<file path="src/rtl/core/rcad_pkg.sv">
// Shared types, constants and register codes for the receiver arm/mode decoder.
`default_nettype none
package rcad_pkg;

  // Channel and pulse widths.
  localparam int RAW_W   = 11;
  localparam int PWM_W   = 12;
  localparam int HOLD_W  = 16;
  localparam int TOL_W   = 10;
  localparam int LANES   = 5;

  // Scaling ranges.
  localparam int RAW_MIN   = 172;
  localparam int RAW_MAX   = 1811;
  localparam int PULSE_MIN = 1000;
  localparam int PULSE_MAX = 2000;

  // Derived scaling constants. An empty raw range maps every channel to PULSE_MIN.
  localparam bit RAW_EMPTY  = (RAW_MAX <= RAW_MIN);
  localparam int RAW_SPAN   = RAW_EMPTY ? 1 : (RAW_MAX - RAW_MIN);
  localparam int PULSE_SPAN = PULSE_MAX - PULSE_MIN;
  localparam bit PULSE_NEG  = (PULSE_SPAN < 0);
  localparam int PULSE_MAG  = PULSE_NEG ? -PULSE_SPAN : PULSE_SPAN;

  // Product of the offset and the pulse span stays below 2^23.
  localparam int PROD_W      = RAW_W + PWM_W;
  localparam int RECIP_SHIFT = PROD_W + 1;
  localparam int RECIP_W     = RECIP_SHIFT + 1;
  localparam int RECIP       = (1 << RECIP_SHIFT) / RAW_SPAN;
  localparam int QM_W        = PROD_W + RECIP_W;

  // Configuration address bits.
  localparam int ADDR_W = 5;

  typedef enum logic [1:0] {
    STATUS_OK       = 2'd0,
    STATUS_LINK     = 2'd1,
    STATUS_FAILSAFE = 2'd2,
    STATUS_FRAME    = 2'd3
  } status_t;

  typedef enum logic [1:0] {
    MODE_LOW  = 2'd0,
    MODE_MID  = 2'd1,
    MODE_HIGH = 2'd2
  } mode_t;

  typedef enum logic [2:0] {
    REG_STICK_TOL   = 3'd0,
    REG_ARM_HOLD    = 3'd1,
    REG_DISARM_HOLD = 3'd2,
    REG_MODE_LOW    = 3'd3,
    REG_MODE_HIGH   = 3'd4,
    REG_SWITCH_MID  = 3'd5,
    REG_ARM_SW_EN   = 3'd6,
    REG_KILL_SW_EN  = 3'd7
  } reg_idx_t;

  typedef struct packed {
    logic             link_lost;
    logic             failsafe_flag;
    logic             frame_dropped;
    logic [RAW_W-1:0] throttle_raw;
    logic [RAW_W-1:0] yaw_raw;
    logic [RAW_W-1:0] mode_raw;
    logic [RAW_W-1:0] arm_switch_raw;
    logic [RAW_W-1:0] kill_switch_raw;
  } in_word_t;

  typedef struct packed {
    logic [1:0]       status_code;
    logic             armed;
    logic [1:0]       flight_mode;
    logic             kill_active;
    logic [PWM_W-1:0] throttle_pwm;
    logic [PWM_W-1:0] yaw_pwm;
  } out_word_t;

  typedef struct packed {
    logic [TOL_W-1:0]  stick_tolerance;
    logic [HOLD_W-1:0] arm_hold_count;
    logic [HOLD_W-1:0] disarm_hold_count;
    logic [PWM_W-1:0]  mode_low_threshold;
    logic [PWM_W-1:0]  mode_high_threshold;
    logic [PWM_W-1:0]  switch_midpoint;
    logic              arm_switch_enable;
    logic              kill_switch_enable;
  } cfg_t;

  // Stage load strobes shared by all scaling lanes.
  typedef struct packed {
    logic s1;
    logic s2;
    logic s3;
  } lane_load_t;

endpackage
`default_nettype wire

</file>
<file path="src/rtl/core/rcad_scale_lane.sv">
// One channel scaling lane: clamp, multiply by the pulse span, divide by the raw span.
`default_nettype none
module rcad_scale_lane (
  input  wire logic                      clk,
  input  wire rcad_pkg::lane_load_t      load,
  input  wire logic [rcad_pkg::RAW_W-1:0] raw,
  output logic [rcad_pkg::PWM_W-1:0]     pwm
);

  localparam int PW = rcad_pkg::PROD_W;
  localparam int QW = rcad_pkg::PWM_W;

  logic [rcad_pkg::RAW_W-1:0] clamped;
  logic [rcad_pkg::RAW_W-1:0] offset;
  logic [PW-1:0]              prod_next;
  logic [PW-1:0]              prod1;
  logic [rcad_pkg::QM_W-1:0]  qm;
  logic [QW-1:0]              qest_next;
  logic [QW-1:0]              qest2;
  logic [PW-1:0]              prod2;
  logic [PW-1:0]              qd;
  logic [PW-1:0]              rem;
  logic [QW:0]                quot;
  logic signed [QW+2:0]       val;
  logic [QW-1:0]              pwm_next;

  // Stage one: saturate to the raw range and multiply by the pulse span magnitude.
  always_comb begin
    clamped = raw;
    if (raw < rcad_pkg::RAW_W'(rcad_pkg::RAW_MIN)) begin
      clamped = rcad_pkg::RAW_W'(rcad_pkg::RAW_MIN);
    end
    if (raw > rcad_pkg::RAW_W'(rcad_pkg::RAW_MAX)) begin
      clamped = rcad_pkg::RAW_W'(rcad_pkg::RAW_MAX);
    end
    offset    = clamped - rcad_pkg::RAW_W'(rcad_pkg::RAW_MIN);
    prod_next = PW'(offset) * PW'(rcad_pkg::PULSE_MAG);
  end

  always_ff @(posedge clk) begin
    if (load.s1) begin
      prod1 <= prod_next;
    end
  end

  // Stage two: quotient estimate by the reciprocal of the raw span.
  always_comb begin
    qm        = rcad_pkg::QM_W'(prod1) * rcad_pkg::QM_W'(rcad_pkg::RECIP);
    qest_next = QW'(qm >> rcad_pkg::RECIP_SHIFT);
  end

  always_ff @(posedge clk) begin
    if (load.s2) begin
      qest2 <= qest_next;
      prod2 <= prod1;
    end
  end

  // Stage three: correct the estimate by one, apply the sign, offset and clamp.
  always_comb begin
    qd   = PW'(qest2) * PW'(rcad_pkg::RAW_SPAN);
    rem  = prod2 - qd;
    quot = {1'b0, qest2} + (QW+1)'(rem >= PW'(rcad_pkg::RAW_SPAN));
    if (rcad_pkg::PULSE_NEG) begin
      val = -$signed({2'b00, quot});
    end else begin
      val = $signed({2'b00, quot});
    end
    val = val + (QW+3)'(rcad_pkg::PULSE_MIN);
    if (rcad_pkg::RAW_EMPTY) begin
      val = (QW+3)'(rcad_pkg::PULSE_MIN);
    end
    if (val < 0) begin
      pwm_next = '0;
    end else if (val > (QW+3)'(4095)) begin
      pwm_next = '1;
    end else begin
      pwm_next = val[QW-1:0];
    end
  end

  always_ff @(posedge clk) begin
    if (load.s3) begin
      pwm <= pwm_next;
    end
  end

endmodule
`default_nettype wire

</file>
<file path="src/rtl/core/rcad_decide.sv">
// Merging stage: stick gestures, arm switch gating, mode thresholds and kill latch.
`default_nettype none
module rcad_decide (
  input  wire logic                       clk,
  input  wire logic                       rst,
  input  wire logic                       load,
  input  wire rcad_pkg::status_t          status,
  input  wire logic [rcad_pkg::PWM_W-1:0] thr,
  input  wire logic [rcad_pkg::PWM_W-1:0] yaw,
  input  wire logic [rcad_pkg::PWM_W-1:0] mode,
  input  wire logic [rcad_pkg::PWM_W-1:0] arm_sw,
  input  wire logic [rcad_pkg::PWM_W-1:0] kill_sw,
  input  wire rcad_pkg::cfg_t             cfg,
  output rcad_pkg::out_word_t             result
);

  localparam int HW = rcad_pkg::HOLD_W;
  localparam int SW = rcad_pkg::PWM_W + 3;

  logic                       armed_state, armed_state_next;
  logic [HW-1:0]              arm_hold, arm_hold_next;
  logic [HW-1:0]              disarm_hold, disarm_hold_next;
  rcad_pkg::mode_t            mode_state, mode_state_next;
  logic                       kill_state, kill_state_next;
  logic [rcad_pkg::PWM_W-1:0] last_thr, last_thr_next;
  logic [rcad_pkg::PWM_W-1:0] last_yaw, last_yaw_next;
  logic signed [SW-1:0]       low_end, high_end, thr_s, yaw_s;
  logic                       arm_sw_on;

  // Next state from one good frame; an error frame leaves everything as it is.
  always_comb begin
    armed_state_next = armed_state;
    arm_hold_next    = arm_hold;
    disarm_hold_next = disarm_hold;
    mode_state_next  = mode_state;
    kill_state_next  = kill_state;
    last_thr_next    = last_thr;
    last_yaw_next    = last_yaw;

    low_end   = SW'(rcad_pkg::PULSE_MIN) + $signed(SW'(cfg.stick_tolerance));
    high_end  = SW'(rcad_pkg::PULSE_MAX) - $signed(SW'(cfg.stick_tolerance));
    thr_s     = $signed(SW'(thr));
    yaw_s     = $signed(SW'(yaw));
    arm_sw_on = arm_sw > cfg.switch_midpoint;

    if (status == rcad_pkg::STATUS_OK) begin
      if (thr_s <= low_end) begin
        // Disarm gesture: yaw held at its low end.
        if (yaw_s <= low_end) begin
          disarm_hold_next = (disarm_hold == '1) ? disarm_hold : disarm_hold + 1'b1;
          if (disarm_hold_next >= cfg.disarm_hold_count) begin
            armed_state_next = 1'b0;
          end
        end else begin
          disarm_hold_next = '0;
        end
        // Arm gesture: yaw held at its high end; applied last so it wins.
        if (yaw_s >= high_end) begin
          arm_hold_next = (arm_hold == '1) ? arm_hold : arm_hold + 1'b1;
          if (arm_hold_next >= cfg.arm_hold_count) begin
            armed_state_next = cfg.arm_switch_enable ? arm_sw_on : 1'b1;
          end
        end else begin
          arm_hold_next = '0;
        end
      end else begin
        disarm_hold_next = '0;
        arm_hold_next    = '0;
      end

      if (mode < cfg.mode_low_threshold) begin
        mode_state_next = rcad_pkg::MODE_LOW;
      end else if (mode < cfg.mode_high_threshold) begin
        mode_state_next = rcad_pkg::MODE_MID;
      end else begin
        mode_state_next = rcad_pkg::MODE_HIGH;
      end

      if (cfg.kill_switch_enable) begin
        kill_state_next = kill_sw > cfg.switch_midpoint;
      end

      last_thr_next = thr;
      last_yaw_next = yaw;
    end
  end

  // Held state, updated as each frame moves into the result register.
  always_ff @(posedge clk) begin
    if (rst) begin
      armed_state <= 1'b0;
      arm_hold    <= '0;
      disarm_hold <= '0;
      mode_state  <= rcad_pkg::MODE_LOW;
      kill_state  <= 1'b0;
      last_thr    <= '0;
      last_yaw    <= '0;
    end else if (load) begin
      armed_state <= armed_state_next;
      arm_hold    <= arm_hold_next;
      disarm_hold <= disarm_hold_next;
      mode_state  <= mode_state_next;
      kill_state  <= kill_state_next;
      last_thr    <= last_thr_next;
      last_yaw    <= last_yaw_next;
    end
  end

  // Result word register.
  always_ff @(posedge clk) begin
    if (load) begin
      result.status_code  <= status;
      result.armed        <= armed_state_next;
      result.flight_mode  <= mode_state_next;
      result.kill_active  <= kill_state_next;
      result.throttle_pwm <= last_thr_next;
      result.yaw_pwm      <= last_yaw_next;
    end
  end

endmodule
`default_nettype wire

</file>
<file path="src/rtl/core/rc_arm_disarm_mode_decoder_unit.sv">
// Top level of the receiver arm/disarm and flight mode decoder.
//
//   channel   | signals                                | direction
//   ----------+----------------------------------------+----------
//   frame     | frame_valid, frame_stall, frame        | in
//   result    | result_valid, result_stall, result     | out
//   config    | psel, penable, pwrite, paddr, pwdata,  | in / out
//             | prdata, pready                         |
//
// One frame is accepted every cycle unless frame_stall is raised. The first scaling
// stage loads at the accepting edge; the word then passes two more scaling stages in
// the five parallel lanes and the merging register, which holds the result word.
// Reset is synchronous and clears the held arm, mode and kill state and the
// pipeline valid bits. A stalled result holds in its register while earlier
// stages keep filling; frame_stall rises only when every stage is occupied.
`default_nettype none
module rc_arm_disarm_mode_decoder_unit (
  input  wire logic                         clk,
  input  wire logic                         rst,
  input  wire logic                         frame_valid,
  output logic                              frame_stall,
  input  wire rcad_pkg::in_word_t           frame,
  output logic                              result_valid,
  input  wire logic                         result_stall,
  output rcad_pkg::out_word_t               result,
  input  wire logic                         psel,
  input  wire logic                         penable,
  input  wire logic                         pwrite,
  input  wire logic [rcad_pkg::ADDR_W-1:0]  paddr,
  input  wire logic [31:0]                  pwdata,
  output logic [31:0]                       prdata,
  output logic                              pready
);

  rcad_pkg::cfg_t       cfg;
  rcad_pkg::reg_idx_t   reg_idx;
  rcad_pkg::lane_load_t lane_load;
  rcad_pkg::status_t    status_in, status1, status2, status3;
  logic                 v1, v2, v3;
  logic                 out_free, s3_free, s2_free, s1_free;
  logic                 adv1, adv2, adv3, frame_take;
  logic [rcad_pkg::RAW_W-1:0] lane_raw [rcad_pkg::LANES];
  logic [rcad_pkg::PWM_W-1:0] lane_pwm [rcad_pkg::LANES];

  // Configuration registers.
  assign pready  = 1'b1;
  assign reg_idx = rcad_pkg::reg_idx_t'(paddr[rcad_pkg::ADDR_W-1:2]);

  always_ff @(posedge clk) begin
    if (rst) begin
      cfg.stick_tolerance     <= 10'd50;
      cfg.arm_hold_count      <= 16'd100;
      cfg.disarm_hold_count   <= 16'd100;
      cfg.mode_low_threshold  <= 12'd1300;
      cfg.mode_high_threshold <= 12'd1700;
      cfg.switch_midpoint     <= 12'd1500;
      cfg.arm_switch_enable   <= 1'b1;
      cfg.kill_switch_enable  <= 1'b1;
    end else if (psel && penable && pwrite && pready) begin
      case (reg_idx)
        rcad_pkg::REG_STICK_TOL:   cfg.stick_tolerance     <= pwdata[9:0];
        rcad_pkg::REG_ARM_HOLD:    cfg.arm_hold_count      <= pwdata[15:0];
        rcad_pkg::REG_DISARM_HOLD: cfg.disarm_hold_count   <= pwdata[15:0];
        rcad_pkg::REG_MODE_LOW:    cfg.mode_low_threshold  <= pwdata[11:0];
        rcad_pkg::REG_MODE_HIGH:   cfg.mode_high_threshold <= pwdata[11:0];
        rcad_pkg::REG_SWITCH_MID:  cfg.switch_midpoint     <= pwdata[11:0];
        rcad_pkg::REG_ARM_SW_EN:   cfg.arm_switch_enable   <= pwdata[0];
        rcad_pkg::REG_KILL_SW_EN:  cfg.kill_switch_enable  <= pwdata[0];
        default: ;
      endcase
    end
  end

  // Register read back.
  always_comb begin
    case (reg_idx)
      rcad_pkg::REG_STICK_TOL:   prdata = 32'(cfg.stick_tolerance);
      rcad_pkg::REG_ARM_HOLD:    prdata = 32'(cfg.arm_hold_count);
      rcad_pkg::REG_DISARM_HOLD: prdata = 32'(cfg.disarm_hold_count);
      rcad_pkg::REG_MODE_LOW:    prdata = 32'(cfg.mode_low_threshold);
      rcad_pkg::REG_MODE_HIGH:   prdata = 32'(cfg.mode_high_threshold);
      rcad_pkg::REG_SWITCH_MID:  prdata = 32'(cfg.switch_midpoint);
      rcad_pkg::REG_ARM_SW_EN:   prdata = 32'(cfg.arm_switch_enable);
      rcad_pkg::REG_KILL_SW_EN:  prdata = 32'(cfg.kill_switch_enable);
      default:                   prdata = '0;
    endcase
  end

  // Pipeline flow: a stage moves on when the next one is empty or moving.
  always_comb begin
    out_free   = !result_valid || !result_stall;
    adv3       = v3 && out_free;
    s3_free    = !v3 || out_free;
    adv2       = v2 && s3_free;
    s2_free    = !v2 || s3_free;
    adv1       = v1 && s2_free;
    s1_free    = !v1 || s2_free;
    frame_take = frame_valid && s1_free;
    frame_stall = !s1_free;
    lane_load.s1 = frame_take;
    lane_load.s2 = adv1;
    lane_load.s3 = adv2;
  end

  always_ff @(posedge clk) begin
    if (rst) begin
      v1           <= 1'b0;
      v2           <= 1'b0;
      v3           <= 1'b0;
      result_valid <= 1'b0;
    end else begin
      v1           <= frame_take || (v1 && !s2_free);
      v2           <= adv1 || (v2 && !s3_free);
      v3           <= adv2 || (v3 && !out_free);
      result_valid <= adv3 || (result_valid && result_stall);
    end
  end

  // Error flags in priority order travel beside the lanes.
  always_comb begin
    if (frame.link_lost) begin
      status_in = rcad_pkg::STATUS_LINK;
    end else if (frame.failsafe_flag) begin
      status_in = rcad_pkg::STATUS_FAILSAFE;
    end else if (frame.frame_dropped) begin
      status_in = rcad_pkg::STATUS_FRAME;
    end else begin
      status_in = rcad_pkg::STATUS_OK;
    end
  end

  always_ff @(posedge clk) begin
    if (frame_take) begin
      status1 <= status_in;
    end
    if (adv1) begin
      status2 <= status1;
    end
    if (adv2) begin
      status3 <= status2;
    end
  end

  // Five scaling lanes, one per channel.
  assign lane_raw[0] = frame.throttle_raw;
  assign lane_raw[1] = frame.yaw_raw;
  assign lane_raw[2] = frame.mode_raw;
  assign lane_raw[3] = frame.arm_switch_raw;
  assign lane_raw[4] = frame.kill_switch_raw;

  for (genvar i = 0; i < rcad_pkg::LANES; i++) begin : g_lane
    rcad_scale_lane u_lane (
      .clk  (clk),
      .load (lane_load),
      .raw  (lane_raw[i]),
      .pwm  (lane_pwm[i])
    );
  end

  // Merge the lanes into the held state and the result word.
  rcad_decide u_decide (
    .clk     (clk),
    .rst     (rst),
    .load    (adv3),
    .status  (status3),
    .thr     (lane_pwm[0]),
    .yaw     (lane_pwm[1]),
    .mode    (lane_pwm[2]),
    .arm_sw  (lane_pwm[3]),
    .kill_sw (lane_pwm[4]),
    .cfg     (cfg),
    .result  (result)
  );

endmodule
`default_nettype wire

</file>
<file path="config.mk">
export PLATFORM = sky130hd
export DESIGN_NAME = rc_arm_disarm_mode_decoder_unit
export DESIGN_NICKNAME = d
export VERILOG_FILES = /design/src/rtl/core/rcad_pkg.sv /design/src/rtl/core/rcad_scale_lane.sv /design/src/rtl/core/rcad_decide.sv /design/src/rtl/core/rc_arm_disarm_mode_decoder_unit.sv
export SDC_FILE = /design/constraint.sdc
export NUM_CORES = 2
export LEC_CHECK = 0
export BUFFER_PORTS_ARGS = -buffer_cell sky130_fd_sc_hd__buf_2
export CAP_MARGIN = 15
export CORE_MARGIN = 4
export CORE_UTILIZATION = 61
export CTS_CLUSTER_DIAMETER = 100
export DETAILED_ROUTE_END_ITERATION = 7
export PLACE_DENSITY = 0.84
export REMOVE_ABC_BUFFERS = 1
export SLEW_MARGIN = 5
export SYNTH_ARGS = -nofsm -noshare
export SYNTH_HDL_FRONTEND = slang
export SYNTH_SLANG_ARGS = --single-unit
</file>
<file path="constraint.sdc">
create_clock -name clk -period 19.62 [get_ports clk]
set_clock_uncertainty 0.1 [all_clocks]
set_input_delay 2.943 -clock clk [delete_from_list [all_inputs] [get_ports clk]]
set_output_delay 2.943 -clock clk [all_outputs]
set_load 0.02 [all_outputs]
</file>
Word level (Yosys, flattened, before mapping):

Index checks and enable logic that the tools add are counted.

* bits in registers: 480
* bits in latches: 0
* memory bits (writable): 0
* bits in read-only memories: 0
* output and inout port bits: 65
* word-level logic and storage cells: 206
* memories: 0

* $add $sub $neg: 24
* multiply operators: 15
* div/mod/pow operators: 0
* $lt $le $gt $ge: 34
* equality and inequality tests: 9
* shift-type cells: 0
* muxes and demuxes: 38
* bitwise operators: 0
* reduce and logical (&&, ||, !) cells: 38

Operators with widths (number)
* case mux 32 bit (8 select lines): 1
* multiplier 18 x 12 -> 30 bit (second input constant): 5
* greater-or-equal comparator 23 x 11 -> 1 bit (second input constant): 5
* multiplier 12 x 11 -> 23 bit (second input constant): 5
* subtractor 21 x 23 -> 23 bit: 5
* two-way mux 11 bit: 10
* two-way mux 16 bit: 6
* multiplier 11 x 7 -> 18 bit (second input constant): 5
* two-way mux 12 bit: 7
* > comparator 15 x 13 -> 1 bit (second input constant): 5
* < comparator 15 x 1 -> 1 bit (second input constant): 5
* adder 13 x 10 -> 14 bit (second input constant): 5
* adder 12 x 1 -> 13 bit: 5
* > comparator 11 bit (second input constant): 5
* < comparator 11 x 8 -> 1 bit (second input constant): 5
* subtractor 11 x 8 -> 11 bit (second input constant): 5
* adder 16 x 1 -> 16 bit (second input constant): 2
* == test 16 bit (second input constant): 2
* greater-or-equal comparator 16 bit: 2
* less-or-equal comparator 13 x 15 -> 1 bit: 2
* > comparator 12 bit: 2
* < comparator 12 bit: 2
* AND reduction 2 bit: 9
* greater-or-equal comparator 13 x 15 -> 1 bit: 1
* other kinds (12): 52

Longest topological paths before layout:

* word-level depth: 9
* mapped depth: 31

Modules after synthesis:

A second synthesis with hierarchy kept.

* cell total of the unflattened synthesis: 6757
* area total of the unflattened synthesis: 67461.0 sq um

Modules (own cells, without submodules)
* rcad_scale_lane at g_lane[1].u_lane ...: times used 2, cells each 1054, area each 11074.4 sq um, seq. area each 1771.7 sq um
* rcad_scale_lane at g_lane[4].u_lane: times used 1, cells each 1153, area each 11497.3 sq um, seq. area each 1771.7 sq um
* rcad_scale_lane at g_lane[3].u_lane: times used 1, cells each 1110, area each 11229.5 sq um, seq. area each 1771.7 sq um
* rcad_scale_lane at g_lane[0].u_lane: times used 1, cells each 1052, area each 11041.8 sq um, seq. area each 1771.7 sq um
* rcad_decide: times used 1, cells each 846, area each 7160.6 sq um, seq. area each 2102.0 sq um
* rc_arm_disarm_mode_decoder_unit: times used 1, cells each 488, area each 4383.0 sq um, seq. area each 1861.8 sq um

Worst setup path after synthesis:

Ideal clock, no wire load.

* path kind: input port to flip-flop
* start point: input port result_stall
* end point: register g_lane[0].u_lane.prod2[10] (enable)
* setup time: 0.878 ns
* data arrival time: 13.742 ns
* required time: 18.642 ns
* setup slack: 4.900 ns
* cell stages on the path: 2
* path through: and3_1 > a21boi_0

* cells in the longest elaborated chain, start to end: 5

Ends and longest elaborated chain
* from (decl): RTL line rc_arm_disarm_mode_decoder_unit.sv:24 `input wire logic result_stall,`
* logical NOT 1 bit: RTL line rc_arm_disarm_mode_decoder_unit.sv:91 `out_free = !result_valid || !result_stall;`
* logical OR 1 bit: RTL line rc_arm_disarm_mode_decoder_unit.sv:91
* logical OR 1 bit: RTL line rc_arm_disarm_mode_decoder_unit.sv:93 `s3_free = !v3 || out_free;`
* logical OR 1 bit: RTL line rc_arm_disarm_mode_decoder_unit.sv:95 `s2_free = !v2 || s3_free;`
* logical AND 1 bit: RTL line rc_arm_disarm_mode_decoder_unit.sv:96 `adv1 = v1 && s2_free;`
* net adv1: RTL line rc_arm_disarm_mode_decoder_unit.sv:41 `logic adv1, adv2, adv3, frame_take;`
* to (signal assigned): RTL line rcad_scale_lane.sv:55 `prod2 <= prod1;`
* to (decl): RTL line rcad_scale_lane.sv:20 `logic [PW-1:0] prod2;`

The timed path passes the listed nets, and every way through them passes these cells.
A chain may end at the register's enable or synchronous reset.

Worst setup path after layout:

* start point: input port frame[36] (netlist name)
* end point: register g_lane[1].u_lane.prod1[20], data pin

* cells in the longest elaborated chain, start to end: 5

Ends and longest elaborated chain
* from (decl): RTL line rc_arm_disarm_mode_decoder_unit.sv:22 `input wire rcad_pkg::in_word_t frame,`
* < comparator 11 x 8 -> 1 bit: RTL line rcad_scale_lane.sv:30 `if (raw < rcad_pkg::RAW_W'(rcad_pkg::RAW_MIN)) begin`
* two-way mux 11 bit: RTL line rcad_scale_lane.sv:30
* two-way mux 11 bit *: RTL line rcad_scale_lane.sv:33 `if (raw > rcad_pkg::RAW_W'(rcad_pkg::RAW_MAX)) begin`
* subtractor 11 x 8 -> 11 bit *: RTL line rcad_scale_lane.sv:36 `offset = clamped - rcad_pkg::RAW_W'(rcad_pkg::RAW_MIN);`
* multiplier 11 x 7 -> 18 bit *: RTL line rcad_scale_lane.sv:37 `prod_next = PW'(offset) * PW'(rcad_pkg::PULSE_MAG);`
* net g_lane[1].u_lane.prod_next[20]: RTL line rcad_scale_lane.sv:15 `logic [PW-1:0] prod_next;`
* to (signal assigned): RTL line rcad_scale_lane.sv:42 `prod1 <= prod_next;`
* to (decl): RTL line rcad_scale_lane.sv:16 `logic [PW-1:0] prod1;`

The timed path passes the listed nets; every way through them passes the cells marked *.

==> reports/results.tsv <==
metric	value	unit
outcome	finished clean	
post-cts resize count	0	
Clock Path Buffers	3	
Die Wd	337.6	µm
top cells by area, synth	fa_1 27%, ha_1 21%, edfxtp_1 15%, inv_1 9.6%, dfxtp_1 4.4%	
Worst Path Arrival	9580	ps
Max-Cap Viols	0	
layout cells sized above 1	4.548	%
synth cell count leaders	1,700 x inv_1, 1,138 x ha_1, 890 x fa_1	
P&R area growth vs syn	6.183	%
Slew Limit Fails	0	
Setup-failing EPs final	0	
drt pass-1 iters	8	
largest net degree at the start of global routing	148	
flops & latches, synth	475	
DP Worst Slack	9703	ps
Slew HR	21.67	%
Crit Path Max Fanout	6	
Post-synth EDFFs	331	
drt total wl	145600	µm
CP Class	in -> reg	
Ports	167	
Critical Path End Type	flop	
via count	46530	
Mapped Area	0.06625	mm²
Clk Latency, worst-skew pair	690	ps
reg2reg start	g_lane[2].u_lane.qest2[4]$_DFFE_PP_	
Routability Congestion	0.9287	
Post-synth ARST share	0	%
die span in y	337.6	µm
Max H-tree Level	2	
initial antenna violation count	13	
count leader, synth	inv_1	
port buffer count	131	
CP Launch Type	input port	
CTS tree	built	
setup_tns	0	ps
Yosys Warn Count	0	
Clk Tree Root Cell	clkbuf_16	
f_max	108.0	MHz
CTS Hold Bufs	0	
final hold violations	0	
hold_sp	status2[1]$_DFFE_PP_	
worst slew pin tran	1174	ps
Post-CTS Setup Bufs	0	
sequential fraction of the synthesis area	19.35	%
post-route DRC violation count	0	
Num CTS Buffers	53	
Worst Setup SP	frame[36]	
Cells after Synth	6711	
Row Count	120	
final worst path period need	9260	ps
first-pass GRT wire length	241900	µm
CP Data Required Time	19940	ps
clock slew at reported path FFs	60	ps
setup ws final	10360	ps
GRT overflow	0	
Synth top area share	26.89	%
Most used DFF post-synth	edfxtp_1	
vias in the first global route	49200	
HP Class	reg -> reg	
area of the die	0.1139	mm²
Mean Syn Cell Area	9.872	µm²
Synth cell types	84	
Core ar.	0.1075	mm²
via/cell ratio	5.623	
final critical-path share of the clock period	47.20	%
detailed-placement wirelength estimate	119900	µm
Initial Util	61.62	%
RSZ-0062 raised after global routing	false	
antenna-violating nets left	0	
Overall Global Routing Usage	26.15	%
fin nets	8945	
DR iter-0 viols	3472	
Synth area leader	fa_1	
Avg WL per Cell	17.60	µm
total clock sinks	475	
[critical path, stage by stage]
cell and delay, ps:
buf_2 140, a21oi_1 110, inv_1 60, a21oi_1 90, nor2b_1 210, nor2_1 130
o21ai_0 690, inv_1 120, ha_1 300, xnor2_1 480, inv_1 190, ha_1 360
fa_1 550, inv_1 50, fa_1 460, fa_1 510, inv_1 40, ha_1 300
inv_1 90, nor2_1 50, nor2_1 190, o21bai_1 110, a21oi_1 250, o21bai_1 110
a41o_1 270, o41ai_1 450, mux2i_1 250, nand4_1 100
[per-stage QoR]
stage | util (%) | cells | hold WS (ps) | cell area [µm²]
2_1_floorplan | - | 6613 | 300.3 | 65810
3_3_place_gp | 63.62 | 8161 | 302.2 | 68390
3_5_place_dp | 63.62 | 8161 | 306.3 | 68390
4_1_cts | 65.38 | 8261 | 322.3 | 70290
5_1_grt | 65.43 | 8271 | 345.8 | 70340
6_report | 65.44 | 8274 | 321.9 | 70350
[area by class of cell]
type | count | area (µm²)
diodes | 11 | 27.53
clock inverters | 42 | 498.0
clock buffers | 58 | 1398
fillers | 7958 | 37160
multi-input cells | 4437 | 46650
repair buffers | 147 | 807.0
inverters | 1701 | 6385
well taps | 1403 | 1755
flip-flops and latches | 475 | 12820
[cell families (layout without fill, tap and decap cells)]
logic type | Yosys count | after routing | synth area share [%]
DFF | 475 | 475 | 19.35
AOI/OAI and AO/OA | 958 | 958 | 9.309
buffers and inverters | 1814 | 1948 | 10.38
adders and majority gates | 2028 | 2028 | 48.39
xor gates and xnor gates | 290 | 290 | 3.834
and+or+nand+nor | 1072 | 1072 | 7.538
other | 2 | 28 | 0.01134
muxes | 72 | 72 | 1.186
[sequential cells by signal, indices dropped and copies added, names as in the netlist]
register	count
g_lane.u_lane.qest2	55
g_lane.u_lane.prod1	90
u_decide.result	30
result_valid	1
status2	2
status3	2
u_decide.mode_state	2
cfg	80
u_decide.armed_state	1
g_lane.u_lane.prod2	90
g_lane.u_lane.pwm	60
v1	1
status1	2
u_decide.disarm_hold	16
v3	1
u_decide.last_yaw	12
u_decide.last_thr	12
u_decide.arm_hold	16
u_decide.kill_state	1
v2	1
[final timing paths]
check	to	slack (ps)	depth (start not counted)
min reg2reg	status3[1]$_DFFE_PP_	320	0
max	g_lane[1].u_lane.prod1[20]$_DFFE_PP_	10360	28
max reg2reg	g_lane[2].u_lane.pwm[10]$_SDFFCE_PN1P_	11760	29
min	status3[1]$_DFFE_PP_	320	0
[routing by layer]
metal	up-vias	global-route usage [%]	routed length (µm)
met2	1442	45.33	72070
li1	21850	-	-
met3	353	3.950	9542
met1	22880	33.63	58600
met4	4	8.907	5372
met5	-	0	28
[cell usage in the layout (no fill, tap or decap), types with 15 or more instances in the layout]
| master | count |
|---|---|
| nand2b_1 | 30 |
| xnor2_1 | 193 |
| a21o_1 | 96 |
| nor2_1 | 258 |
| mux2_2 | 32 |
| mux2i_1 | 38 |
| o21bai_1 | 47 |
| inv_1 | 1700 |
| conb_1 | 17 |
| and2_1 | 21 |
| nor3_1 | 89 |
| xor2_1 | 97 |
| and3_1 | 39 |
| or3_1 | 16 |
| dfxtp_1 | 144 |
| a31oi_1 | 33 |
| a22oi_1 | 38 |
| o21ai_0 | 161 |
| nand2_1 | 388 |
| nor2b_1 | 45 |
| o21ai_1 | 15 |
| a21oi_1 | 303 |
| a211oi_1 | 30 |
| o211ai_1 | 44 |
| o22ai_1 | 16 |
| buf_2 | 130 |
| nand3_1 | 66 |
| fa_1 | 890 |
| o21a_1 | 41 |
| clkbuf_16 | 55 |
| edfxtp_1 | 331 |
| nand4_1 | 43 |
| ha_1 | 1138 |
Power is left out: the tool's default activity adds up to more than one toggle a clock period on the data nets, which glitch-free logic cannot reach.
